$ cat config.mk
export PLATFORM = sky130hd
export DESIGN_NAME = audio_resampling_mixer_flat
export DESIGN_NICKNAME = d
export VERILOG_FILES = /design/src/hdl/arm_pkg.sv /design/src/hdl/arm_req_if.sv /design/src/hdl/arm_rsp_if.sv /design/src/hdl/audio_resampling_mixer.sv /design/src/hdl/arm_mac.sv /design/src/flat_wrapper.sv
export SDC_FILE = /design/constraint.sdc
export NUM_CORES = 2
export LEC_CHECK = 0
export ABC_AREA = 1
export BUFFER_PORTS_ARGS = -buffer_cell sky130_fd_sc_hd__buf_2
export CAP_MARGIN = 20
export CELL_PAD_IN_SITES_DETAIL_PLACEMENT = 0
export CELL_PAD_IN_SITES_GLOBAL_PLACEMENT = 1
export CORE_MARGIN = 1
export CORE_UTILIZATION = 40
export CTS_CLUSTER_SIZE = 25
export DETAILED_ROUTE_END_ITERATION = 12
export HOLD_SLACK_MARGIN = 0.08
export PLACE_DENSITY_LB_ADDON = 0.1
export SLEW_MARGIN = 10
export SYNTH_ARGS = -nofsm -noshare
export SYNTH_HDL_FRONTEND = slang
export SYNTH_SLANG_ARGS = --single-unit
export TNS_END_PERCENT = 10
$ cat constraint.sdc
create_clock -name clock -period 30.5 [get_ports clock]
set_clock_uncertainty 0.05 [all_clocks]
set_input_delay 3.05 -clock clock [delete_from_list [all_inputs] [get_ports clock]]
set_output_delay 3.05 -clock clock [all_outputs]
set_load 0.02 [all_outputs]
$ cat src/hdl/arm_pkg.sv
package arm_pkg;

   localparam int SAMPLE_W = 16;
   localparam int OUT_W = 17;
   localparam int PHASE_W = 20;
   localparam int VOL_W = 9;
   localparam int CSR_IDX_W = 3;
   localparam int CSR_DATA_W = 20;
   localparam int MAX_RUN = 64;
   localparam int RUN_W = 7;
   localparam int OUT_MAX = 65535;
   localparam int OUT_MIN = -65536;

   localparam logic [PHASE_W-1:0] STEP_RST = PHASE_W'(8192);
   localparam logic [VOL_W-1:0] VOL_RST = VOL_W'(256);

   typedef enum logic [1:0] {
      MODE_FLAT    = 2'd0,
      MODE_NEAREST = 2'd1,
      MODE_LINEAR  = 2'd2,
      MODE_CUBIC   = 2'd3
   } mode_type;

   localparam logic [CSR_IDX_W-1:0] CSR_MODE = 3'd0;
   localparam logic [CSR_IDX_W-1:0] CSR_STEP = 3'd1;
   localparam logic [CSR_IDX_W-1:0] CSR_VOLUME = 3'd2;
   localparam logic [CSR_IDX_W-1:0] CSR_SRC_STEREO = 3'd3;
   localparam logic [CSR_IDX_W-1:0] CSR_OUT_STEREO = 3'd4;

endpackage

$ cat src/hdl/arm_req_if.sv
interface arm_req_if;
   logic valid;
   logic ready;
   logic signed [arm_pkg::SAMPLE_W-1:0] sample_left;
   logic signed [arm_pkg::SAMPLE_W-1:0] sample_right;

   modport source (output valid, output sample_left, output sample_right, input ready);
   modport sink (input valid, input sample_left, input sample_right, output ready);
endinterface

$ cat src/hdl/arm_rsp_if.sv
interface arm_rsp_if;
   logic valid;
   logic ready;
   logic signed [arm_pkg::OUT_W-1:0] out_left;
   logic signed [arm_pkg::OUT_W-1:0] out_right;
   logic last_of_run;

   modport source (output valid, output out_left, output out_right, output last_of_run,
                   input ready);
   modport sink (input valid, input out_left, input out_right, input last_of_run,
                 output ready);
endinterface

$ cat src/hdl/audio_resampling_mixer.sv
// Fractional-phase audio resampler with nearest, linear or cubic Hermite
// interpolation, volume and mono/stereo mapping. Each request is one source
// frame; it produces zero to 64 output frames (flat mode: exactly one). All
// multiplies by the phase fraction or the volume run through one shared
// multiply-shift-add unit, one product per cycle. Per channel an output frame
// steps through S_STEP1, S_SCL, S_SAVE (nearest, linear) or S_STEP1, S_CUB2,
// S_CUB3, S_SCL, S_SAVE (cubic), then through the formatting S_FORM, the
// handoff S_OUT, where it waits until taken, and the loop check S_CHK; a
// request is accepted in S_IDLE, advances its phase in S_ADV and ends in a
// final S_CHK; flat mode skips the loop check. The block takes no new request
// until every output of the current one has been taken.
module audio_resampling_mixer #(
   parameter int FRAC_BITS = 13
) (
   input  logic clock,
   input  logic reset,
   arm_req_if.sink req_ch,
   arm_rsp_if.source rsp_ch,
   input  logic csr_we,
   input  logic [arm_pkg::CSR_IDX_W-1:0] csr_index,
   input  logic [arm_pkg::CSR_DATA_W-1:0] csr_wdata
);

   localparam int W = FRAC_BITS + 22;
   localparam int BW = ((FRAC_BITS > 9) ? FRAC_BITS : 9) + 1;
   localparam int PW_ = arm_pkg::PHASE_W;
   localparam logic [PW_-1:0] PHASE_ONE = PW_'(1) << FRAC_BITS;
   localparam logic [PW_-1:0] PHASE_RST = PW_'(3) << FRAC_BITS;

   typedef enum logic [3:0] {
      S_IDLE, S_ADV, S_CHK, S_STEP1, S_CUB2, S_CUB3, S_SCL, S_SAVE, S_FORM, S_OUT
   } state_type;

   state_type state_ff;
   arm_pkg::mode_type mode_ff;
   logic [PW_-1:0] step_ff;
   logic [arm_pkg::VOL_W-1:0] vol_ff;
   logic src_st_ff;
   logic out_st_ff;
   logic signed [arm_pkg::SAMPLE_W-1:0] win_ff [4][2];
   logic [PW_-1:0] phase_ff;
   logic [arm_pkg::RUN_W-1:0] cnt_ff;
   logic ch_ff;
   logic signed [W-1:0] sc_ff [2];
   logic signed [arm_pkg::OUT_W-1:0] left_ff;
   logic signed [arm_pkg::OUT_W-1:0] right_ff;
   logic last_ff;

   logic signed [arm_pkg::SAMPLE_W-1:0] p0, p1, p2, p3;
   logic signed [20:0] ca, cb, cc;
   logic signed [16:0] diff;
   logic signed [W-1:0] coef_a, coef_b, coef_c, s1_w, y_val;
   logic signed [W-1:0] op_a, addend, alu_res;
   logic signed [BW-1:0] op_b;
   logic frac_shift;
   logic [PW_:0] phase_sum;
   logic [PW_-1:0] phase_next;
   logic signed [W:0] mix_l, mix_r;
   logic signed [arm_pkg::OUT_W-1:0] sat_l, sat_r;

   assign p0 = win_ff[0][ch_ff];
   assign p1 = win_ff[1][ch_ff];
   assign p2 = win_ff[2][ch_ff];
   assign p3 = win_ff[3][ch_ff];

   assign ca = 21'sd3 * (21'(p1) - 21'(p2)) - 21'(p0) + 21'(p3);
   assign cb = 21'sd4 * 21'(p2) + 21'sd2 * 21'(p0) - 21'sd5 * 21'(p1) - 21'(p3);
   assign cc = 21'(p2) - 21'(p0);
   assign diff = 17'(p2) - 17'(p1);

   assign coef_a = W'(ca) <<< (FRAC_BITS - 1);
   assign coef_b = W'(cb) <<< (FRAC_BITS - 1);
   assign coef_c = W'(cc) <<< (FRAC_BITS - 1);
   assign s1_w = W'(p1) <<< FRAC_BITS;

   always_comb begin
      unique case (mode_ff)
         arm_pkg::MODE_CUBIC: y_val = alu_res >>> FRAC_BITS;
         arm_pkg::MODE_LINEAR: y_val = alu_res;
         default: y_val = W'(p1);
      endcase
   end

   always_comb begin
      op_a = '0;
      op_b = BW'({1'b0, phase_ff[FRAC_BITS-1:0]});
      frac_shift = 1'b1;
      addend = '0;
      unique case (state_ff)
         S_STEP1: begin
            if (mode_ff == arm_pkg::MODE_CUBIC) begin
               op_a = coef_a;
               addend = coef_b;
            end else begin
               op_a = W'(diff);
               addend = W'(p1);
            end
         end
         S_CUB2: begin
            op_a = alu_res;
            addend = coef_c;
         end
         S_CUB3: begin
            op_a = alu_res;
            addend = s1_w;
         end
         S_SCL: begin
            op_a = y_val;
            op_b = BW'({1'b0, vol_ff});
            frac_shift = 1'b0;
         end
         default: begin
            op_a = '0;
         end
      endcase
   end

   arm_mac #(.FRAC_BITS(FRAC_BITS)) u_mac (
      .clock(clock),
      .op_a(op_a),
      .op_b(op_b),
      .frac_shift(frac_shift),
      .addend(addend),
      .result(alu_res)
   );

   assign phase_sum = (PW_+1)'(phase_ff) + (PW_+1)'(step_ff);
   assign phase_next = phase_sum[PW_] ? {PW_{1'b1}} : phase_sum[PW_-1:0];

   always_comb begin
      if (src_st_ff && out_st_ff) begin
         mix_l = (W+1)'(sc_ff[0]);
         mix_r = (W+1)'(sc_ff[1]);
      end else if (out_st_ff) begin
         mix_l = (W+1)'(sc_ff[0]);
         mix_r = (W+1)'(sc_ff[0]);
      end else if (src_st_ff) begin
         mix_l = ((W+1)'(sc_ff[0]) + (W+1)'(sc_ff[1])) >>> 1;
         mix_r = '0;
      end else begin
         mix_l = (W+1)'(sc_ff[0]);
         mix_r = '0;
      end
   end

   always_comb begin
      if (mix_l > (W+1)'(arm_pkg::OUT_MAX)) sat_l = arm_pkg::OUT_W'(arm_pkg::OUT_MAX);
      else if (mix_l < (W+1)'(arm_pkg::OUT_MIN)) sat_l = arm_pkg::OUT_W'(arm_pkg::OUT_MIN);
      else sat_l = arm_pkg::OUT_W'(mix_l);
      if (mix_r > (W+1)'(arm_pkg::OUT_MAX)) sat_r = arm_pkg::OUT_W'(arm_pkg::OUT_MAX);
      else if (mix_r < (W+1)'(arm_pkg::OUT_MIN)) sat_r = arm_pkg::OUT_W'(arm_pkg::OUT_MIN);
      else sat_r = arm_pkg::OUT_W'(mix_r);
   end

   always_ff @(posedge clock) begin
      if (reset) begin
         state_ff <= S_IDLE;
         mode_ff <= arm_pkg::MODE_FLAT;
         step_ff <= arm_pkg::STEP_RST;
         vol_ff <= arm_pkg::VOL_RST;
         src_st_ff <= 1'b1;
         out_st_ff <= 1'b1;
         phase_ff <= PHASE_RST;
         cnt_ff <= '0;
         ch_ff <= 1'b0;
         for (int k = 0; k < 4; k++) begin
            win_ff[k][0] <= '0;
            win_ff[k][1] <= '0;
         end
      end else begin
         if (csr_we) begin
            unique case (csr_index)
               arm_pkg::CSR_MODE: mode_ff <= arm_pkg::mode_type'(csr_wdata[1:0]);
               arm_pkg::CSR_STEP: step_ff <= csr_wdata[PW_-1:0];
               arm_pkg::CSR_VOLUME: vol_ff <= csr_wdata[arm_pkg::VOL_W-1:0];
               arm_pkg::CSR_SRC_STEREO: src_st_ff <= csr_wdata[0];
               arm_pkg::CSR_OUT_STEREO: out_st_ff <= csr_wdata[0];
               default: ;
            endcase
         end
         unique case (state_ff)
            S_IDLE: begin
               if (req_ch.valid) begin
                  for (int k = 0; k < 3; k++) begin
                     win_ff[k][0] <= win_ff[k+1][0];
                     win_ff[k][1] <= win_ff[k+1][1];
                  end
                  win_ff[3][0] <= req_ch.sample_left;
                  win_ff[3][1] <= req_ch.sample_right;
                  state_ff <= S_ADV;
               end
            end
            S_ADV: begin
               cnt_ff <= '0;
               ch_ff <= 1'b0;
               if (mode_ff == arm_pkg::MODE_FLAT) begin
                  state_ff <= S_STEP1;
               end else begin
                  if (phase_ff >= PHASE_ONE) phase_ff <= phase_ff - PHASE_ONE;
                  state_ff <= S_CHK;
               end
            end
            S_CHK: begin
               ch_ff <= 1'b0;
               if (phase_ff < PHASE_ONE && cnt_ff < arm_pkg::RUN_W'(arm_pkg::MAX_RUN)) begin
                  state_ff <= S_STEP1;
               end else begin
                  state_ff <= S_IDLE;
               end
            end
            S_STEP1: begin
               state_ff <= (mode_ff == arm_pkg::MODE_CUBIC) ? S_CUB2 : S_SCL;
            end
            S_CUB2: state_ff <= S_CUB3;
            S_CUB3: state_ff <= S_SCL;
            S_SCL: state_ff <= S_SAVE;
            S_SAVE: begin
               sc_ff[ch_ff] <= alu_res;
               if (!ch_ff && src_st_ff) begin
                  ch_ff <= 1'b1;
                  state_ff <= S_STEP1;
               end else begin
                  state_ff <= S_FORM;
               end
            end
            S_FORM: begin
               left_ff <= sat_l;
               right_ff <= sat_r;
               last_ff <= (mode_ff == arm_pkg::MODE_FLAT) || (phase_next >= PHASE_ONE)
                          || (cnt_ff == arm_pkg::RUN_W'(arm_pkg::MAX_RUN - 1));
               state_ff <= S_OUT;
            end
            S_OUT: begin
               if (rsp_ch.ready) begin
                  if (mode_ff == arm_pkg::MODE_FLAT) begin
                     state_ff <= S_IDLE;
                  end else begin
                     cnt_ff <= cnt_ff + 1'b1;
                     phase_ff <= phase_next;
                     state_ff <= S_CHK;
                  end
               end
            end
            default: state_ff <= S_IDLE;
         endcase
      end
   end

   assign req_ch.ready = (state_ff == S_IDLE);
   assign rsp_ch.valid = (state_ff == S_OUT);
   assign rsp_ch.out_left = left_ff;
   assign rsp_ch.out_right = right_ff;
   assign rsp_ch.last_of_run = last_ff;

   a_no_overlap: assert property (@(posedge clock) disable iff (reset)
      req_ch.ready |-> !rsp_ch.valid)
      else $error("request taken while a result is pending");

   a_run_cap: assert property (@(posedge clock) disable iff (reset)
      cnt_ff <= arm_pkg::RUN_W'(arm_pkg::MAX_RUN))
      else $error("run count beyond cap");

   a_phase_reset: assert property (@(posedge clock)
      $past(reset) |-> phase_ff == PHASE_RST)
      else $error("phase not at startup value after reset");

   a_mono_right: assert property (@(posedge clock) disable iff (reset)
      rsp_ch.valid && !out_st_ff |-> rsp_ch.out_right == '0)
      else $error("mono output carries a right channel");

   a_flat_last: assert property (@(posedge clock) disable iff (reset)
      rsp_ch.valid && mode_ff == arm_pkg::MODE_FLAT |-> rsp_ch.last_of_run)
      else $error("flat output not marked last");

endmodule

$ cat src/hdl/arm_mac.sv
module arm_mac #(
   parameter int FRAC_BITS = 13
) (
   input  logic clock,
   input  logic signed [FRAC_BITS+21:0] op_a,
   input  logic signed [((FRAC_BITS > 9) ? FRAC_BITS : 9):0] op_b,
   input  logic frac_shift,
   input  logic signed [FRAC_BITS+21:0] addend,
   output logic signed [FRAC_BITS+21:0] result
);

   localparam int W = FRAC_BITS + 22;
   localparam int BW = ((FRAC_BITS > 9) ? FRAC_BITS : 9) + 1;
   localparam int PW = W + BW;

   logic signed [PW-1:0] prod;
   logic signed [PW-1:0] shifted;
   logic signed [W-1:0] res_in;
   logic signed [W-1:0] res_ff;

   assign prod = PW'(op_a) * PW'(op_b);
   assign shifted = frac_shift ? (prod >>> FRAC_BITS) : (prod >>> 8);
   assign res_in = W'(shifted) + addend;

   always_ff @(posedge clock) begin
      res_ff <= res_in;
   end

   assign result = res_ff;

endmodule

$ cat src/flat_wrapper.sv
// flat-port wrapper written by rule: the top's interface ports become plain ports
module audio_resampling_mixer_flat 
#(
   parameter int FRAC_BITS = 13
)
  (clock, reset, csr_we, csr_index, csr_wdata, req_ch_valid, req_ch_sample_left, req_ch_sample_right, req_ch_ready, rsp_ch_valid, rsp_ch_out_left, rsp_ch_out_right, rsp_ch_last_of_run, rsp_ch_ready);
  arm_req_if req_ch_i ();
  arm_rsp_if rsp_ch_i ();
  input  logic clock;
  input  logic reset;
  input  logic csr_we;
  input  logic [arm_pkg::CSR_IDX_W-1:0] csr_index;
  input  logic [arm_pkg::CSR_DATA_W-1:0] csr_wdata;
  input wire logic [$bits(req_ch_i.valid)-1:0] req_ch_valid;
  input wire logic [$bits(req_ch_i.sample_left)-1:0] req_ch_sample_left;
  input wire logic [$bits(req_ch_i.sample_right)-1:0] req_ch_sample_right;
  output wire logic [$bits(req_ch_i.ready)-1:0] req_ch_ready;
  output wire logic [$bits(rsp_ch_i.valid)-1:0] rsp_ch_valid;
  output wire logic [$bits(rsp_ch_i.out_left)-1:0] rsp_ch_out_left;
  output wire logic [$bits(rsp_ch_i.out_right)-1:0] rsp_ch_out_right;
  output wire logic [$bits(rsp_ch_i.last_of_run)-1:0] rsp_ch_last_of_run;
  input wire logic [$bits(rsp_ch_i.ready)-1:0] rsp_ch_ready;
  assign req_ch_i.valid = req_ch_valid;
  assign req_ch_i.sample_left = req_ch_sample_left;
  assign req_ch_i.sample_right = req_ch_sample_right;
  assign req_ch_ready = req_ch_i.ready;
  assign rsp_ch_valid = rsp_ch_i.valid;
  assign rsp_ch_out_left = rsp_ch_i.out_left;
  assign rsp_ch_out_right = rsp_ch_i.out_right;
  assign rsp_ch_last_of_run = rsp_ch_i.last_of_run;
  assign rsp_ch_i.ready = rsp_ch_ready;
  audio_resampling_mixer #(.FRAC_BITS(FRAC_BITS)) u_core (.clock(clock), .reset(reset), .req_ch(req_ch_i), .rsp_ch(rsp_ch_i), .csr_we(csr_we), .csr_index(csr_index), .csr_wdata(csr_wdata));
endmodule
After elaboration in Yosys (flattened, before gate mapping)
Memory sizes are Yosys's and may differ from the RTL's.
Index checks and enable logic that the tools add are counted.
- register bits after elaboration: 135
- bits in writable memories: 198
- input port bits: 60
- output and inout port bits: 37
- logic and storage cells: 157
- memories: 2
- add/subtract/negate cells: 13
- $mul: 3
- magnitude comparators: 9
- equality and inequality tests: 22
- mux-type cells: 62
- bitwise gates (word level): 10
- reductions and logical operators: 23
- memories (name ; words ; width ; rd ports ; clocked after memory_dff ; wr ports ; line ; RTL):
    u_core.win_ff ; 4 ; 32 ; 4 ; 0 ; 4 ; audio_resampling_mixer.sv:40 ; logic signed [arm_pkg::SAMPLE_W-1:0] win_ff [4][2];
    u_core.sc_ff ; 2 ; 35 ; 2 ; 0 ; 1 ; audio_resampling_mixer.sv:44 ; logic signed [W-1:0] sc_ff [2];
- operators with widths (operator ; number):
    2-to-1 mux 16 bit ; 20
    one-hot mux 35 bit (3 select lines) ; 2
    2-to-1 mux 36 bit ; 5
    2-to-1 mux 35 bit ; 3
    2-to-1 mux 20 bit ; 5
    greater-than comparator 36 x 17 -> 1 bit (second input constant) ; 2
    less-than comparator 36 x 17 -> 1 bit (second input constant) ; 2
    one-hot mux 35 bit (2 select lines) ; 1
    subtractor 16 x 16 -> 17 bit ; 3
    multiplier 35 x 14 -> 48 bit ; 1
    subtractor 21 x 16 -> 21 bit ; 2
    greater-or-equal comparator 20 x 14 -> 1 bit (second input constant) ; 2
    one-hot mux 20 bit (2 select lines) ; 1
    one-hot mux 4 bit (10 select lines) ; 1
    adder 35 x 35 -> 36 bit ; 1
    adder 35 bit ; 1
    2-to-1 mux 17 bit ; 2
    adder 20 x 20 -> 21 bit ; 1
    adder 21 x 16 -> 21 bit ; 1
    multiplier 3 x 21 -> 21 bit (first input constant) ; 1
    subtractor 21 bit ; 1
    less-than comparator 20 x 14 -> 1 bit (second input constant) ; 1
    multiplier 4 x 16 -> 20 bit (first input constant) ; 1
    subtractor 20 x 14 -> 20 bit (second input constant) ; 1
    other kinds (36) ; 81

Longest topological paths before layout
- word-level depth: 13
- depth in mapped cells: 75
- mapped depth without buffers: 72

Modules after synthesis
Synthesis repeated with hierarchy kept, for this count alone.
- cells, all modules: 6312
- area total of the unflattened synthesis: 46111.7 µm²
- modules (own cells, without submodules) (module ; times used ; cells each ; area each (µm²) ; sequential area each (µm²)):
    audio_resampling_mixer ; 1 ; 3296 ; 24875.1 ; 8298.0
    arm_mac ; 1 ; 3016 ; 21236.6 ; 700.7

Least setup slack after synthesis
No wires, ideal clock.
- path kind: register -> register
- start: register u_core.ch_ff
- end: register u_core.u_mac.res_ff[34] (netlist: u_core.u_mac.result[34])
- setup time: 0.114 ns
- arrival: 12.355 ns
- data required time: 30.336 ns
- path slack: 17.981 ns
- stages on the path, launching flop included: 69
- buffers on the path: 5
- period minus slack after synthesis: 12.519 ns
- cells stage by stage: dfxtp_1 > buf_2 > clkbuf_1 > clkbuf_1 > nand2_1 > o21ai_0 > ha_1 > buf_2 > a21oi_1 > o21ai_0 > nor2_1 > o21ai_0 > a21oi_1 > o21ai_0 > a221o_1 > a21oi_1 > xor2_1 > ha_1 > [33 not listed] > nor2_1 > inv_1 > o221ai_1 > a21oi_1 > nand2_1 > or2_2 > nand3_1 > nand2_1 > ha_1 > nand2_1 > nor2_1 > a211oi_1 > o211ai_1 > a211o_1 > a31oi_1 > nand3_1 > nand3_1 > nand2_1
- longest elaborated chain between the ends: 13
- elaborated cells between the ends (all ways): 31
- those cells by class: add/sub (9); mul (3); mux (18); bitwise (1)
- RTL lines (item ; line ; RTL):
    start, declared ; audio_resampling_mixer.sv:43 ; logic ch_ff;
    start signal, assigned ; audio_resampling_mixer.sv:165 ; ch_ff <= 1'b0;
    start signal, assigned ; audio_resampling_mixer.sv:195 ; ch_ff <= 1'b0;
    start signal, assigned ; audio_resampling_mixer.sv:204 ; ch_ff <= 1'b0;
    inverter 1 -> 2 bit (implied by the code) * ; -- ;
    2-to-1 mux 16 bit (on tied branches) (3 in a row) ; audio_resampling_mixer.sv:62, audio_resampling_mixer.sv:63 ;
    subtractor 16 x 16 -> 17 bit ; audio_resampling_mixer.sv:66 ; assign ca = 21'sd3 * (21'(p1) - 21'(p2)) - 21'(p0) + 21'(p3);
    multiplier 3 x 21 -> 21 bit ; audio_resampling_mixer.sv:66 ;
    subtractor 21 x 16 -> 21 bit ; audio_resampling_mixer.sv:66 ;
    adder 21 x 16 -> 21 bit ; audio_resampling_mixer.sv:66 ;
    2-to-1 mux 35 bit ; audio_resampling_mixer.sv:91 ; if (mode_ff == arm_pkg::MODE_CUBIC) begin
    one-hot mux 35 bit (3 select lines) ; audio_resampling_mixer.sv:89 ; unique case (state_ff)
    multiplier 35 x 14 -> 48 bit ; arm_mac.sv:21 ; assign prod = PW'(op_a) * PW'(op_b);
    2-to-1 mux 35 bit ; arm_mac.sv:22 ; assign shifted = frac_shift ? (prod >>> FRAC_BITS) : (prod >>> 8);
    adder 35 bit * ; arm_mac.sv:23 ; assign res_in = W'(shifted) + addend;
    net u_core.u_mac.res_in[34] ; arm_mac.sv:18 ; logic signed [W-1:0] res_in;
    end signal, assigned ; arm_mac.sv:26 ; res_ff <= res_in;
    end, declared ; arm_mac.sv:19 ; logic signed [W-1:0] res_ff;
The timed path passes the listed nets; every way through them passes the cells marked *. The select of a mux whose other input is x is not followed.
A chain may end at the register's enable or synchronous reset.

Worst setup path after layout
Ends and elaborated chain as after synthesis.

==> run metrics <==
largest net degree at the start of global routing 104; Async SR Flop Fraction 0; RSZ-0062 raised after global routing no; first-pass GRT wire length 237000 µm; slowest CP cell buf_4; total CTS buffers 42; Post CTS Setup Buffer Count 0; Yosys Warn Count 0; final setup violation count 0; die footprint 0.108 mm²; Synth cell types 77; Layout area overhead 8.73%; Crit path largest cell delay 0.74 ns; post-DR vias/cell 5.27; drt drc 20; Critical Path Start Type flip-flop; Tot Pwr 0.00229 W; share of layout cells above drive strength 1 0.0649; register area share after synthesis 0.210; Layout Nets 6514; GRT overflow 0; WHS 0.422 ns; FF-to-FF End u_core.u_mac.result[34]; peak supply drop 0.0673 mV; Max Cap Violations 0; top cell family by delay on the critical path adder cells; Top FF cell, synth edfxtp_1; status finished, violations left; clock sink total 333; Starting Density 0.405; average footprint of a synthesized cell 7.69 µm²; DR vias 37200; Final WS setup 14.86 ns; initial antenna violation count 5; hpwl dp 131000 µm; CP max FO 101; period utilization 0.513; Synth Cell Area 0.0428 mm²; Critical Path Most Common Cell inv_1; Leak 22.3 nW; pwr dens 49.2 mW/mm²; FP Rows 119; Routed WL 157000 µm; Worst-Skew Late Latency 0.61 ns; routability cong. 0.983; Detail Route Antenna Nets 0; die width 329 µm; FF+latch count, synth 333; Clock transition at path regs 0.06 ns; CP Buf/Inv Count 14; Pre-antenna DRT Iters 9; Die Ht 329 µm; min-delay src u_core.step_ff[13]; maximum clock insertion buffer count 3; Hold EP u_core.step_ff[13]; hold path depth 2; CP Launch Point u_core.ch_ff; Final Hold Viols 0; Mapped Nets 6448; Gates resized, CTS repair 0; dpl ws 14.98 ns; crit end category flip-flop; Fin Setup TNS 0 ns; CTS tree yes; Critical Path AT 16.10 ns; GRT Util Overall 0.294; vias in the first global route 38300; r2r setup slk 14.86 ns; fin crit period 15.64 ns; worst-margin pin slew 1.18 ns; Core ar. 0.106 mm²; r2r startpoint u_core.ch_ff; CTS root buf clkbuf_16; Mapped Cells 5569; I/O Pins 97; DR WL/cell 22.2 µm; # hold bufs at CTS 0; Worst EP required 30.96 ns; final slew viol count 0; critical setup path kind flip-flop to flip-flop; port bufs 96; failing checks design-rule violations; CTS H-tree depth 2; Hold WC Path Type flip-flop to flip-flop; FMAX 63.9 MHz; Post-synth EDFFs 233; Relative slew margins 0.208; DRT iter0 DRCs 2768; worst r2r path cells 64
-- tightest hold or removal path, cell delays in order (launching register included) --
cell and delay (ns):
dfxtp_1 0.33, nand2_1 0.06, nand3_1 0.05
-- cells in the final DEF (no fill, tap or decap), drive strengths merged, types with 4 or more instances in the layout --
cell type and instances:
a211oi 8, a21boi 12, a21o 15, a21oi 348, a221oi 10, a22oi 15, a31oi 36, and3 4
buf 160, bufinv 7, clkbuf 49, clkinv 18, dfxtp 100, edfxtp 233, fa 468, ha 351
inv 1148, nand2 1034, nand3 158, nand3b 7, nand4 21, nor2 723, nor3 37, nor4 11
o2111ai 6, o211ai 30, o21a 7, o21ai 354, o21bai 23, o221ai 19, o22ai 13, o31ai 21
or2 36, xnor2 70, xor2 95
-- flip-flops by register name, indices dropped and copies added, names as in the netlist --
name,flops
u_core.out_st_ff,1
u_core.cnt_ff,7
u_core.state_ff,4
u_core.rsp_ch.last_of_run,1
u_core.step_ff,20
u_core.rsp_ch.out_right,17
u_core.u_mac.result,35
u_core.phase_ff,20
u_core.vol_ff,9
u_core.sc_ff,70
u_core.src_st_ff,1
u_core.ch_ff,1
u_core.rsp_ch.out_left,17
u_core.mode_ff,2
u_core.win_ff,128
-- kinds of logic after synthesis --
group           count (synthesis)  share of synthesized area
buf+inv                      1282                      0.114
xor+xnor                      165                     0.0338
compound gates                933                      0.127
flops                         333                      0.210
fa+ha+maj                     819                      0.321
simple gates                 2037                      0.194
-- Yosys cell counts (6+ instances only) --
library cell | count | share of area
inv_1 | 1129 | 0.099
nand2_1 | 1005 | 0.088
nor2_1 | 716 | 0.063
fa_1 | 468 | 0.22
ha_1 | 351 | 0.10
a21oi_1 | 339 | 0.040
o21ai_0 | 288 | 0.034
edfxtp_1 | 233 | 0.16
nand3_1 | 154 | 0.018
clkbuf_1 | 109 | 0.0096
dfxtp_1 | 100 | 0.047
xor2_1 | 95 | 0.019
xnor2_1 | 70 | 0.014
o21ai_1 | 50 | 0.0058
a31oi_1 | 36 | 0.0053
nor3_1 | 36 | 0.0042
or2_2 | 32 | 0.0047
o211ai_1 | 30 | 0.0053
nand2_2 | 24 | 0.0035
o21bai_1 | 22 | 0.0039
nand4_1 | 21 | 0.0031
o31ai_1 | 21 | 0.0037
o221ai_1 | 19 | 0.0039
buf_2 | 16 | 0.0019
a21o_1 | 14 | 0.0025
a22oi_1 | 14 | 0.0025
inv_2 | 13 | 0.0011
o22ai_1 | 13 | 0.0019
o21ai_2 | 12 | 0.0025
nor4_1 | 11 | 0.0016
a221oi_1 | 10 | 0.0020
a211oi_1 | 8 | 0.0014
a21oi_2 | 8 | 0.0016
buf_1 | 7 | 0.00061
nand3b_1 | 7 | 0.0012
o21a_1 | 7 | 0.0012
o2111ai_1 | 6 | 0.0012
-- worst max-delay path by stage --
stage	slack (ns)	cells after the start	to
finish	14.86	64	u_core.u_mac.result[34]
global route	13.70	65	u_core.u_mac.result[34]
CTS	14.90	61	u_core.u_mac.result[34]
detailed placement	14.98	61	u_core.u_mac.result[34]
global placement	15.14	62	u_core.u_mac.result[34]
floorplan	17.98	68	u_core.u_mac.result[34]
-- metal layers --
metal	up-vias	routed length (µm)	track usage
met5	-	17	0
met4	2	7790	0.131
met3	252	7850	0.0349
met2	1012	73700	0.498
met1	18200	67300	0.377
li1	17700	-	-
-- report_power, final --
| part | internal (W) | switching [W] |
|---|---|---|
| Sequential | 0.000511 | 0.0000153 |
| Combinational | 0.000438 | 0.000788 |
| Clock | 0.000324 | 0.000217 |
-- layout make-up --
class,count,area [µm²]
fillers,11000,59200
multi-input cells,3954,29000
flip-flops and latches,333,9000
inverters,1144,4300
well taps,1391,1740
clock buffers,49,1110
repair buffers,160,971
clock inverters,29,390
diodes,2,5.00
-- through the flow --
stage,std cells,area [µm²],utilization
after floorplan,5569,42800,-
after global placement,6979,45000,0.426
after detailed placement,6981,45000,0.426
after CTS,7059,46500,0.440
after global routing,7060,46500,0.440
final,7062,46500,0.440
Note: power is estimated with default switching activity, not from simulation.
